[config.mk]
export PLATFORM = sky130hd
export DESIGN_NAME = dns_stamp_url_parser
export DESIGN_NICKNAME = d
export VERILOG_FILES = /design/src/sv/dsup_pkg.sv /design/src/sv/dsup_step.sv /design/src/sv/dsup_rq.sv /design/src/sv/dns_stamp_url_parser.sv
export SDC_FILE = /design/constraint.sdc
export NUM_CORES = 1
export LEC_CHECK = 0
export ABC_CLOCK_PERIOD_IN_PS = 9100
export BUFFER_PORTS_ARGS = -buffer_cell sky130_fd_sc_hd__buf_4
export CORE_MARGIN = 3
export CORE_UTILIZATION = 65
export CTS_CLUSTER_DIAMETER = 60
export CTS_CLUSTER_SIZE = 10
export DETAILED_ROUTE_END_ITERATION = 10
export PLACE_DENSITY = 0.8
export SYNTH_ARGS = -nofsm -noshare
export SYNTH_HDL_FRONTEND = slang
export SYNTH_SLANG_ARGS = --single-unit
[constraint.sdc]
create_clock -name clk -period 9.1 [get_ports clk]
set_clock_uncertainty 0.05 [all_clocks]
set_input_delay 1.365 -clock clk [delete_from_list [all_inputs] [get_ports clk]]
set_output_delay 1.365 -clock clk [all_outputs]
set_load 0.005 [all_outputs]
[src/sv/dsup_pkg.sv]
// shared types, codes and decode functions for the dns stamp parser
package dsup_pkg;

  // parser phase, one-hot
  typedef enum logic [12:0] {
    PH_SCHEME   = 13'd1,
    PH_PROTO    = 13'd2,
    PH_FLAGS    = 13'd4,
    PH_ADDR_LEN = 13'd8,
    PH_ADDR     = 13'd16,
    PH_PIN_LEN  = 13'd32,
    PH_PIN      = 13'd64,
    PH_HOST_LEN = 13'd128,
    PH_HOST     = 13'd256,
    PH_PATH_LEN = 13'd512,
    PH_PATH     = 13'd1024,
    PH_DONE     = 13'd2048,
    PH_FAIL     = 13'd4096
  } phase_t;

  // address split state, one-hot
  typedef enum logic [5:0] {
    AS_START   = 6'd1,
    AS_PLAIN   = 6'd2,
    AS_BRACKET = 6'd4,
    AS_AFTER   = 6'd8,
    AS_PORT    = 6'd16,
    AS_SKIP    = 6'd32
  } addr_state_t;

  // field tags
  localparam logic [2:0] TAG_FLAGS = 3'd0;
  localparam logic [2:0] TAG_HOST  = 3'd1;
  localparam logic [2:0] TAG_PORT  = 3'd2;
  localparam logic [2:0] TAG_PIN   = 3'd3;
  localparam logic [2:0] TAG_NAME  = 3'd4;
  localparam logic [2:0] TAG_PATH  = 3'd5;

  // status codes
  localparam logic [2:0] ST_OK         = 3'd0;
  localparam logic [2:0] ST_BAD_SCHEME = 3'd1;
  localparam logic [2:0] ST_BAD_B64    = 3'd2;
  localparam logic [2:0] ST_NOT_DOH    = 3'd3;
  localparam logic [2:0] ST_TRUNCATED  = 3'd4;
  localparam logic [2:0] ST_MANY_PINS  = 3'd5;

  localparam logic [7:0] PROTO_DOH     = 8'h02;
  localparam logic [7:0] CH_LBRACKET   = 8'h5b;
  localparam logic [7:0] CH_RBRACKET   = 8'h5d;
  localparam logic [7:0] CH_COLON      = 8'h3a;
  localparam logic [2:0] SCHEME_LAST   = 3'd6;
  localparam int         PIN_CNT_W     = 4;

  // parser state carried between characters
  typedef struct packed {
    phase_t                 phase;
    logic [2:0]             spos;
    logic [5:0]             bits6;      // last sextet decoded
    logic [1:0]             cm4;        // base64 characters modulo four
    logic [7:0]             rem;
    logic [PIN_CNT_W-1:0]   pins;
    logic                   more_pins;
    addr_state_t            asub;
    logic                   malf;
    logic [2:0]             err;
    logic [7:0]             held;
    logic                   held_v;
  } st_t;

  localparam st_t ST_RESET = '{
    phase: PH_SCHEME, spos: 3'd0, bits6: 6'd0, cm4: 2'd0, rem: 8'd0,
    pins: '0, more_pins: 1'b0, asub: AS_START, malf: 1'b0, err: ST_OK,
    held: 8'd0, held_v: 1'b0
  };

  // one result item
  typedef struct packed {
    logic       is_status;
    logic [2:0] tag;
    logic [2:0] pin;
    logic [7:0] data;
    logic       field_end;
    logic [2:0] status;
    logic       malformed;
    logic       run_last;
  } res_t;

  // base64url digit: {valid, value}
  function automatic logic [6:0] b64_decode(input logic [7:0] c);
    logic [6:0] r;
    r = 7'd0;
    if (c >= 8'h41 && c <= 8'h5a) r = {1'b1, 6'(c - 8'h41)};
    else if (c >= 8'h61 && c <= 8'h7a) r = {1'b1, 6'(c - 8'h61 + 8'd26)};
    else if (c >= 8'h30 && c <= 8'h39) r = {1'b1, 6'(c - 8'h30 + 8'd52)};
    else if (c == 8'h2d) r = {1'b1, 6'd62};
    else if (c == 8'h5f) r = {1'b1, 6'd63};
    return r;
  endfunction

  // expected scheme character, lower case
  function automatic logic [7:0] scheme_char(input logic [2:0] pos);
    logic [7:0] r;
    case (pos)
      3'd0: r = 8'h73;   // s
      3'd1: r = 8'h64;   // d
      3'd2: r = 8'h6e;   // n
      3'd3: r = 8'h73;   // s
      3'd4: r = 8'h3a;   // :
      3'd5: r = 8'h2f;   // /
      3'd6: r = 8'h2f;   // /
      default: r = 8'h00;
    endcase
    return r;
  endfunction

  function automatic res_t mk_field(input logic [2:0] tag, input logic [2:0] pin,
                                    input logic [7:0] data, input logic fend);
    res_t r;
    r = '0;
    r.tag       = tag;
    r.pin       = pin;
    r.data      = data;
    r.field_end = fend;
    return r;
  endfunction

endpackage

[src/sv/dsup_step.sv]
// per-character next-state and result logic of the stamp parser
module dsup_step
  import dsup_pkg::*;
#(
  parameter int MAX_PINS = 8
) (
  input  st_t        st_i,
  input  logic [7:0] ch_i,
  input  logic       last_i,
  output st_t        st_nxt,
  output res_t       res0_o,
  output res_t       res1_o,
  output logic [1:0] res_cnt_o
);

  st_t        s;
  logic [7:0] lc;
  logic [6:0] b64;
  logic [7:0] byte_d;
  logic       byte_v;
  logic [7:0] rem_dec;
  logic       rem_zero;
  logic       p0v, p1v;
  res_t       p0, p1, f0, f1, sres;
  logic [1:0] nf;
  logic [2:0] stat;

  always_comb begin
    s        = st_i;
    p0v      = 1'b0;
    p1v      = 1'b0;
    p0       = '0;
    p1       = '0;
    lc       = (ch_i >= 8'h41 && ch_i <= 8'h5a) ? 8'(ch_i + 8'd32) : ch_i;
    b64      = b64_decode(ch_i);
    rem_dec  = 8'(st_i.rem - 8'd1);
    rem_zero = (rem_dec == 8'd0);
    byte_d   = 8'd0;
    byte_v   = 1'b0;

    if (st_i.phase == PH_SCHEME) begin
      // case-insensitive prefix match
      if (lc == scheme_char(st_i.spos)) begin
        if (st_i.spos == SCHEME_LAST) begin
          s.spos  = 3'd0;
          s.phase = PH_PROTO;
        end else begin
          s.spos = 3'(st_i.spos + 3'd1);
        end
      end else begin
        s.err   = ST_BAD_SCHEME;
        s.phase = PH_FAIL;
      end
    end else if (!(st_i.phase == PH_FAIL &&
                   (st_i.err == ST_BAD_SCHEME || st_i.err == ST_BAD_B64))) begin
      if (!b64[6]) begin
        s.err   = ST_BAD_B64;
        s.phase = PH_FAIL;
      end else begin
        // base64 byte assembly, bit position follows the character count
        s.cm4   = 2'(st_i.cm4 + 2'd1);
        s.bits6 = b64[5:0];
        case (st_i.cm4)
          2'd1: begin
            byte_d = {st_i.bits6, b64[5:4]};
            byte_v = 1'b1;
          end
          2'd2: begin
            byte_d = {st_i.bits6[3:0], b64[5:2]};
            byte_v = 1'b1;
          end
          2'd3: begin
            byte_d = {st_i.bits6[1:0], b64[5:0]};
            byte_v = 1'b1;
          end
          default: begin
            byte_v = 1'b0;
          end
        endcase

        // stamp field parsing
        if (byte_v && st_i.phase != PH_FAIL && st_i.phase != PH_DONE) begin
          case (st_i.phase)
            PH_PROTO: begin
              if (byte_d == PROTO_DOH) begin
                s.phase = PH_FLAGS;
                s.rem   = 8'd8;
              end else begin
                s.err   = ST_NOT_DOH;
                s.phase = PH_FAIL;
              end
            end
            PH_FLAGS: begin
              s.rem = rem_dec;
              p0v   = 1'b1;
              p0    = mk_field(TAG_FLAGS, 3'd0, byte_d, rem_zero);
              if (rem_zero) s.phase = PH_ADDR_LEN;
            end
            PH_ADDR_LEN: begin
              s.asub   = AS_START;
              s.held_v = 1'b0;
              if (byte_d == 8'd0) begin
                s.phase = PH_PIN_LEN;
              end else begin
                s.rem   = byte_d;
                s.phase = PH_ADDR;
              end
            end
            PH_ADDR: begin
              s.rem = rem_dec;
              case (st_i.asub)
                AS_START: begin
                  if (byte_d == CH_LBRACKET) s.asub = AS_BRACKET;
                  else if (byte_d == CH_COLON) s.asub = AS_PORT;
                  else begin
                    s.asub   = AS_PLAIN;
                    s.held   = byte_d;
                    s.held_v = 1'b1;
                  end
                end
                AS_PLAIN: begin
                  p0v = st_i.held_v;
                  if (byte_d == CH_COLON) begin
                    p0       = mk_field(TAG_HOST, 3'd0, st_i.held, 1'b1);
                    s.held_v = 1'b0;
                    s.asub   = AS_PORT;
                  end else begin
                    p0       = mk_field(TAG_HOST, 3'd0, st_i.held, 1'b0);
                    s.held   = byte_d;
                    s.held_v = 1'b1;
                  end
                end
                AS_BRACKET: begin
                  p0v = st_i.held_v;
                  if (byte_d == CH_RBRACKET) begin
                    p0       = mk_field(TAG_HOST, 3'd0, st_i.held, 1'b1);
                    s.held_v = 1'b0;
                    s.asub   = AS_AFTER;
                  end else begin
                    p0       = mk_field(TAG_HOST, 3'd0, st_i.held, 1'b0);
                    s.held   = byte_d;
                    s.held_v = 1'b1;
                  end
                end
                AS_AFTER: begin
                  if (byte_d == CH_COLON) s.asub = AS_PORT;
                  else begin
                    s.malf = 1'b1;
                    s.asub = AS_SKIP;
                  end
                end
                AS_PORT: begin
                  p0v = 1'b1;
                  p0  = mk_field(TAG_PORT, 3'd0, byte_d, rem_zero);
                end
                default: begin
                  s.asub = st_i.asub;
                end
              endcase
              // end of address flushes the held host byte
              if (rem_zero) begin
                if (s.asub == AS_BRACKET) s.malf = 1'b1;
                p1v      = s.held_v;
                p1       = mk_field(TAG_HOST, 3'd0, s.held, 1'b1);
                s.held_v = 1'b0;
                s.phase  = PH_PIN_LEN;
              end
            end
            PH_PIN_LEN: begin
              if (st_i.pins >= PIN_CNT_W'(MAX_PINS)) begin
                s.err   = ST_MANY_PINS;
                s.phase = PH_FAIL;
              end else begin
                s.more_pins = byte_d[7];
                s.rem       = {1'b0, byte_d[6:0]};
                if (byte_d[6:0] == 7'd0) begin
                  s.pins  = PIN_CNT_W'(st_i.pins + 1'b1);
                  s.phase = byte_d[7] ? PH_PIN_LEN : PH_HOST_LEN;
                end else begin
                  s.phase = PH_PIN;
                end
              end
            end
            PH_PIN: begin
              s.rem = rem_dec;
              p0v   = 1'b1;
              p0    = mk_field(TAG_PIN, st_i.pins[2:0], byte_d, rem_zero);
              if (rem_zero) begin
                s.pins  = PIN_CNT_W'(st_i.pins + 1'b1);
                s.phase = st_i.more_pins ? PH_PIN_LEN : PH_HOST_LEN;
              end
            end
            PH_HOST_LEN: begin
              s.rem   = byte_d;
              s.phase = (byte_d == 8'd0) ? PH_PATH_LEN : PH_HOST;
            end
            PH_PATH_LEN: begin
              s.rem   = byte_d;
              s.phase = (byte_d == 8'd0) ? PH_DONE : PH_PATH;
            end
            PH_HOST: begin
              s.rem = rem_dec;
              p0v   = 1'b1;
              p0    = mk_field(TAG_NAME, 3'd0, byte_d, rem_zero);
              if (rem_zero) s.phase = PH_PATH_LEN;
            end
            PH_PATH: begin
              s.rem = rem_dec;
              p0v   = 1'b1;
              p0    = mk_field(TAG_PATH, 3'd0, byte_d, rem_zero);
              if (rem_zero) s.phase = PH_DONE;
            end
            default: begin
              s.phase = st_i.phase;
            end
          endcase
        end
      end
    end

    // status from the updated state
    if (s.phase == PH_SCHEME || s.err == ST_BAD_SCHEME) stat = ST_BAD_SCHEME;
    else if (s.err == ST_BAD_B64 || s.cm4 == 2'd1) stat = ST_BAD_B64;
    else if (s.err != ST_OK) stat = s.err;
    else if (s.phase != PH_DONE) stat = ST_TRUNCATED;
    else stat = ST_OK;

    sres           = '0;
    sres.is_status = 1'b1;
    sres.status    = stat;
    sres.malformed = s.malf;
    sres.run_last  = 1'b1;

    // compact field results
    f0 = p0v ? p0 : p1;
    f1 = p1;
    nf = 2'(p0v) + 2'(p1v);

    res0_o = f0;
    res1_o = f1;
    if (last_i) begin
      // a final character with two field bytes is always truncated
      if (nf == 2'd1) begin
        res1_o    = sres;
        res_cnt_o = 2'd2;
      end else begin
        res0_o    = sres;
        res_cnt_o = 2'd1;
      end
      st_nxt = ST_RESET;
    end else begin
      res_cnt_o = nf;
      if (nf == 2'd1) res0_o.run_last = 1'b1;
      if (nf == 2'd2) res1_o.run_last = 1'b1;
      st_nxt = s;
    end
  end

endmodule

[src/sv/dsup_rq.sv]
// result queue: takes up to two results per cycle, hands out one while out_ready_i is high
module dsup_rq
  import dsup_pkg::*;
(
  input  logic       clk,
  input  logic       rst_n,
  input  logic [1:0] push_cnt_i,
  input  res_t       d0_i,
  input  res_t       d1_i,
  output logic       room_o,
  output logic       out_valid_o,
  input  logic       out_ready_i,
  output res_t       out_data_o
);

  localparam int DEPTH = 4;
  localparam int AW    = $clog2(DEPTH);

  res_t          q_r [DEPTH];
  logic [AW-1:0] wr_r, wr_nxt;
  logic [AW-1:0] rd_r, rd_nxt;
  logic [AW:0]   cnt_r, cnt_nxt;
  logic          pop;
  logic [AW-1:0] wr_p1;

  assign pop         = out_valid_o && out_ready_i;
  assign out_valid_o = (cnt_r != '0);
  assign out_data_o  = q_r[rd_r];
  assign room_o      = (cnt_r <= (AW+1)'(DEPTH - 2));
  assign wr_p1       = AW'(wr_r + 1'b1);

  // pointer and fill count update
  always_comb begin
    wr_nxt  = AW'(wr_r + push_cnt_i);
    rd_nxt  = pop ? AW'(rd_r + 1'b1) : rd_r;
    cnt_nxt = (AW+1)'(cnt_r + push_cnt_i - (AW+1)'(pop));
  end

  always_ff @(posedge clk) begin
    if (!rst_n) begin
      wr_r  <= '0;
      rd_r  <= '0;
      cnt_r <= '0;
    end else begin
      wr_r  <= wr_nxt;
      rd_r  <= rd_nxt;
      cnt_r <= cnt_nxt;
    end
  end

  // entry storage
  always_ff @(posedge clk) begin
    if (push_cnt_i != 2'd0) q_r[wr_r] <= d0_i;
    if (push_cnt_i == 2'd2) q_r[wr_p1] <= d1_i;
  end

endmodule

[src/sv/dns_stamp_url_parser.sv]
// top level of the dns stamp text parser
// a result is written into the result queue when its character is accepted
// throughput: one character per cycle while each yields at most one result and
//   the receiver keeps up; a character with two results pushes both into a
//   four-entry result queue that accepts characters while two entries are free
// reset (rst_n low, synchronous) returns the parser to scheme matching and
//   empties the result queue; a final character also restarts the parser
module dns_stamp_url_parser
  import dsup_pkg::*;
#(
  parameter int MAX_PINS = 8
) (
  input  logic        clk,
  input  logic        rst_n,
  input  logic        in_tvalid,
  output logic        in_tready,
  input  logic [7:0]  in_tdata,   // text_char
  input  logic        in_tlast,   // is_last
  output logic        out_tvalid,
  input  logic        out_tready,
  output logic [23:0] out_tdata,  // field_tag, pin_number, data_byte, field_end,
                                  // status_code, address_malformed, zero fill
  output logic        out_tuser,  // is_status
  output logic        out_tlast   // run_last
);

  st_t        st_r, st_nxt;
  res_t       res0, res1, res_out;
  logic [1:0] res_cnt;
  logic [1:0] push_cnt;
  logic       accept;

  assign accept   = in_tvalid && in_tready;
  assign push_cnt = accept ? res_cnt : 2'd0;

  // character decode and parse
  dsup_step #(
    .MAX_PINS(MAX_PINS)
  ) u_step (
    .st_i      (st_r),
    .ch_i      (in_tdata),
    .last_i    (in_tlast),
    .st_nxt    (st_nxt),
    .res0_o    (res0),
    .res1_o    (res1),
    .res_cnt_o (res_cnt)
  );

  // parser state register
  always_ff @(posedge clk) begin
    if (!rst_n) begin
      st_r <= ST_RESET;
    end else if (accept) begin
      st_r <= st_nxt;
    end
  end

  // result queue
  dsup_rq u_rq (
    .clk         (clk),
    .rst_n       (rst_n),
    .push_cnt_i  (push_cnt),
    .d0_i        (res0),
    .d1_i        (res1),
    .room_o      (in_tready),
    .out_valid_o (out_tvalid),
    .out_ready_i (out_tready),
    .out_data_o  (res_out)
  );

  // result packing
  assign out_tdata = {5'd0, res_out.malformed, res_out.status, res_out.field_end,
                      res_out.data, res_out.pin, res_out.tag};
  assign out_tuser = res_out.is_status;
  assign out_tlast = res_out.run_last;

endmodule

==> flow_summary.yaml <==
status:
  outcome: "complete, no violations"
yosys:
  synth_area_leaders: "edfxtp_1, dfxtp_1, nand2_1, mux4_2, nor2_1"
  syn-cell-area_sq_um: 10000
  seq_area_frac_synth_pct: 36.2
  ys_ff_latch: 149
  yosys_warnings: 0
  async_flop_share_pct: 0
  synth_top_area_share_pct: 19.2
  ys.flop_type: "dfxtp_1"
  synth_cells: 1147
  yosys.area.top_type: "edfxtp_1"
  synth.distinct_cells: 95
  synth_area_per_cell_sq_um: 8.72
  synth_common_cells: "nand2_1, nor2_1, dfxtp_1"
  synth.most_common_cell: "nand2_1"
  synth_edf_count: 64
critical_path:
  cp.required_ps: 9230
  r2r_start: "st_r[32]"
  endpoint_kind: "flip-flop"
  critPathLaunchType: "input port"
  critPathMaxFanout: 15
  reg2reg_depth: 19
  worstSetupStartpoint: "in_tdata[2]"
  r2r_slack_ps: 3350
  r2r_end: "u_rq.q_r[1][8]"
  crit_type: "in -> reg"
  arrival_ps: 7510
  cp-endpoint: "u_rq.q_r[1][8]"
cts:
  clock_latency_ps: 440
  numCtsBuffers: 17
  clk_pin_slew_worst_paths_ps: 70
  post_cts_buffers: 0
  cts.repair.resized: 0
  cts_buffer_depth: 2
  cts_tree: "built"
  postCtsHoldBufs: 0
  clock_sinks: 149
  h-tree-depth: 4
  clockRootBuffer: "clkbuf_16"
global_routing:
  overflow: 0
  antenna_found_initial: 0
  grt_pass1_wl_um: 45600
  grt_max_degree: 46
  grtUsageTotal_pct: 34.2
  grt_pass1_vias: 8646
sta:
  tightestPinTransition_ps: 976
  max_slew_margin_pct: 34.6
  period_share_pct: 81.1
  fin_setup_tns_ps: 0
  worst_slack_ps: 1720
  fmax_mhz: 136
  setup_violations: 0
  min_period_ps: 7380
  rsz0062_at_grt: "no"
  finalHoldViolCount: 0
  whs_ps: 409
  drv_slew: 0
layout:
  final_net_count: 1193
  final.fill_count: 1167
  insertedDiodeCount: 0
  synthToLayoutAreaGrowth_pct: 8.79
  finalNonFillerCells: 1344
  drive_gt1_share_pct: 11.8
die:
  ioPinCount: 41
  die_h_um: 130
  coreArea_sq_um: 14800
  dieArea_sq_um: 16900
  num_rows: 44
  start_util_pct: 67.5
  die_w_um: 130
flow_run:
  max_cap_violations: 0
routing:
  final_antenna_net_count: 0
  drcViolationCount: 0
  dr.pass1.iters: 8
  routed_wl_um: 28300
  drtIter0Drc: 1137
  post_drt_via_cell_ratio: 6.93
  wl_per_cell_um: 21.1
  vias: 9315
placement:
  place_worst_setup_slack_ps: 1390
  hpwl_um: 20600
  io_buffers: 35
  routabilityCongestion: 1.06
  place_inst: 1312
power_and_ir_drop:
  ir_worst_vdd_v: 0.000134
  finalPower_mw: 1.85
  powerDensity_nw_per_um2: 170
  p_leak_nw: 3.75
hold_path:
  min_path_type: "reg -> reg"
## sequential cells by signal, indices dropped and copies added, names as in the netlist, named ones only
name        cells
u_rq.wr_r       2
u_rq.rd_r       2
u_rq.q_r       84
st_r           56
u_rq.cnt_r      3
## critical path: stages
cell and delay, ps:
buf_4 180, inv_1 100, ha_1 220, a31oi_1 790, o21ai_0 450, o21a_1 220, a22o_1 250, a221oi_4 450
nand4_1 320, nand2_1 230, a21boi_2 280, a21oi_1 130, ha_1 480, mux2_2 330, nand2_1 120, inv_1 80
nor2_1 320, nor2_1 170, a2bb2oi_1 710, inv_1 100, nand2_1 100, o21ai_0 90
## logic make-up (layout without fill, tap and decap cells)
family,after synthesis,in the layout,synth area share [%]
and+or+nand+nor,472,472,23.5
AOI/OAI and AO/OA,320,320,22.6
DFF,149,149,36.2
buffers and inverters,102,111,4.19
muxes,40,40,6.67
adders and majority gates,33,33,4.20
xor gates and xnor gates,30,30,2.63
other,1,5,0.0375
## cell usage in the layout (no fill, tap or decap), types with 32 or more instances in the layout
cell	Yosys	routed
a21oi_1	46	46
buf_4	5	39
dfxtp_1	85	85
edfxtp_1	64	64
ha_1	32	32
inv_1	38	38
nand2_1	132	132
nand3_1	39	39
nor2_1	124	124
nor3_1	36	36
o21ai_0	51	51
o22ai_1	37	37
## worst min-delay path by stage
stage                       to  depth (start not counted)            start
3_5_place_dp   u_rq.q_r[1][15]                          2  u_rq.q_r[1][15]
5_1_grt        u_rq.q_r[1][15]                          2  u_rq.q_r[1][15]
6_report       u_rq.q_r[1][19]                          2  u_rq.q_r[1][19]
2_1_floorplan  u_rq.q_r[2][14]                          2  u_rq.q_r[2][14]
4_1_cts        u_rq.q_r[1][15]                          2  u_rq.q_r[1][15]
3_3_place_gp   u_rq.q_r[3][19]                          2  u_rq.q_r[3][19]
## layout make-up
cell class	count	area [sq um]	share of cell area (%)
clock buffer	21	514	4.73
clock inverter	11	95.1	0.874
inverter	40	150	1.38
multi-input combinational	900	5970	54.9
sequential	149	3620	33.3
tap	184	230	2.12
timing repair buffer	39	293	2.69
## routing by layer
metal	share of wire [%]	track usage, %
met4	4.5	14.9
met1	40	45.5
met3	9.1	6.51
met2	46	54.7
met5	0	0
## power by group
group	leakage, nW	internal (mW)	switching [mW]
registers	1.23	0.722	0.0244
clock network	0.302	0.414	0.306
logic	2.22	0.166	0.221
## metrics by stage
stage	util, %	instance area, sq um
final	73.4	10900
after floorplan	-	10000
after global routing	73.4	10900
after global placement	69.3	10300
after detailed placement	69.3	10300
after CTS	73.4	10900
Note: power is estimated with default switching activity, not from simulation.
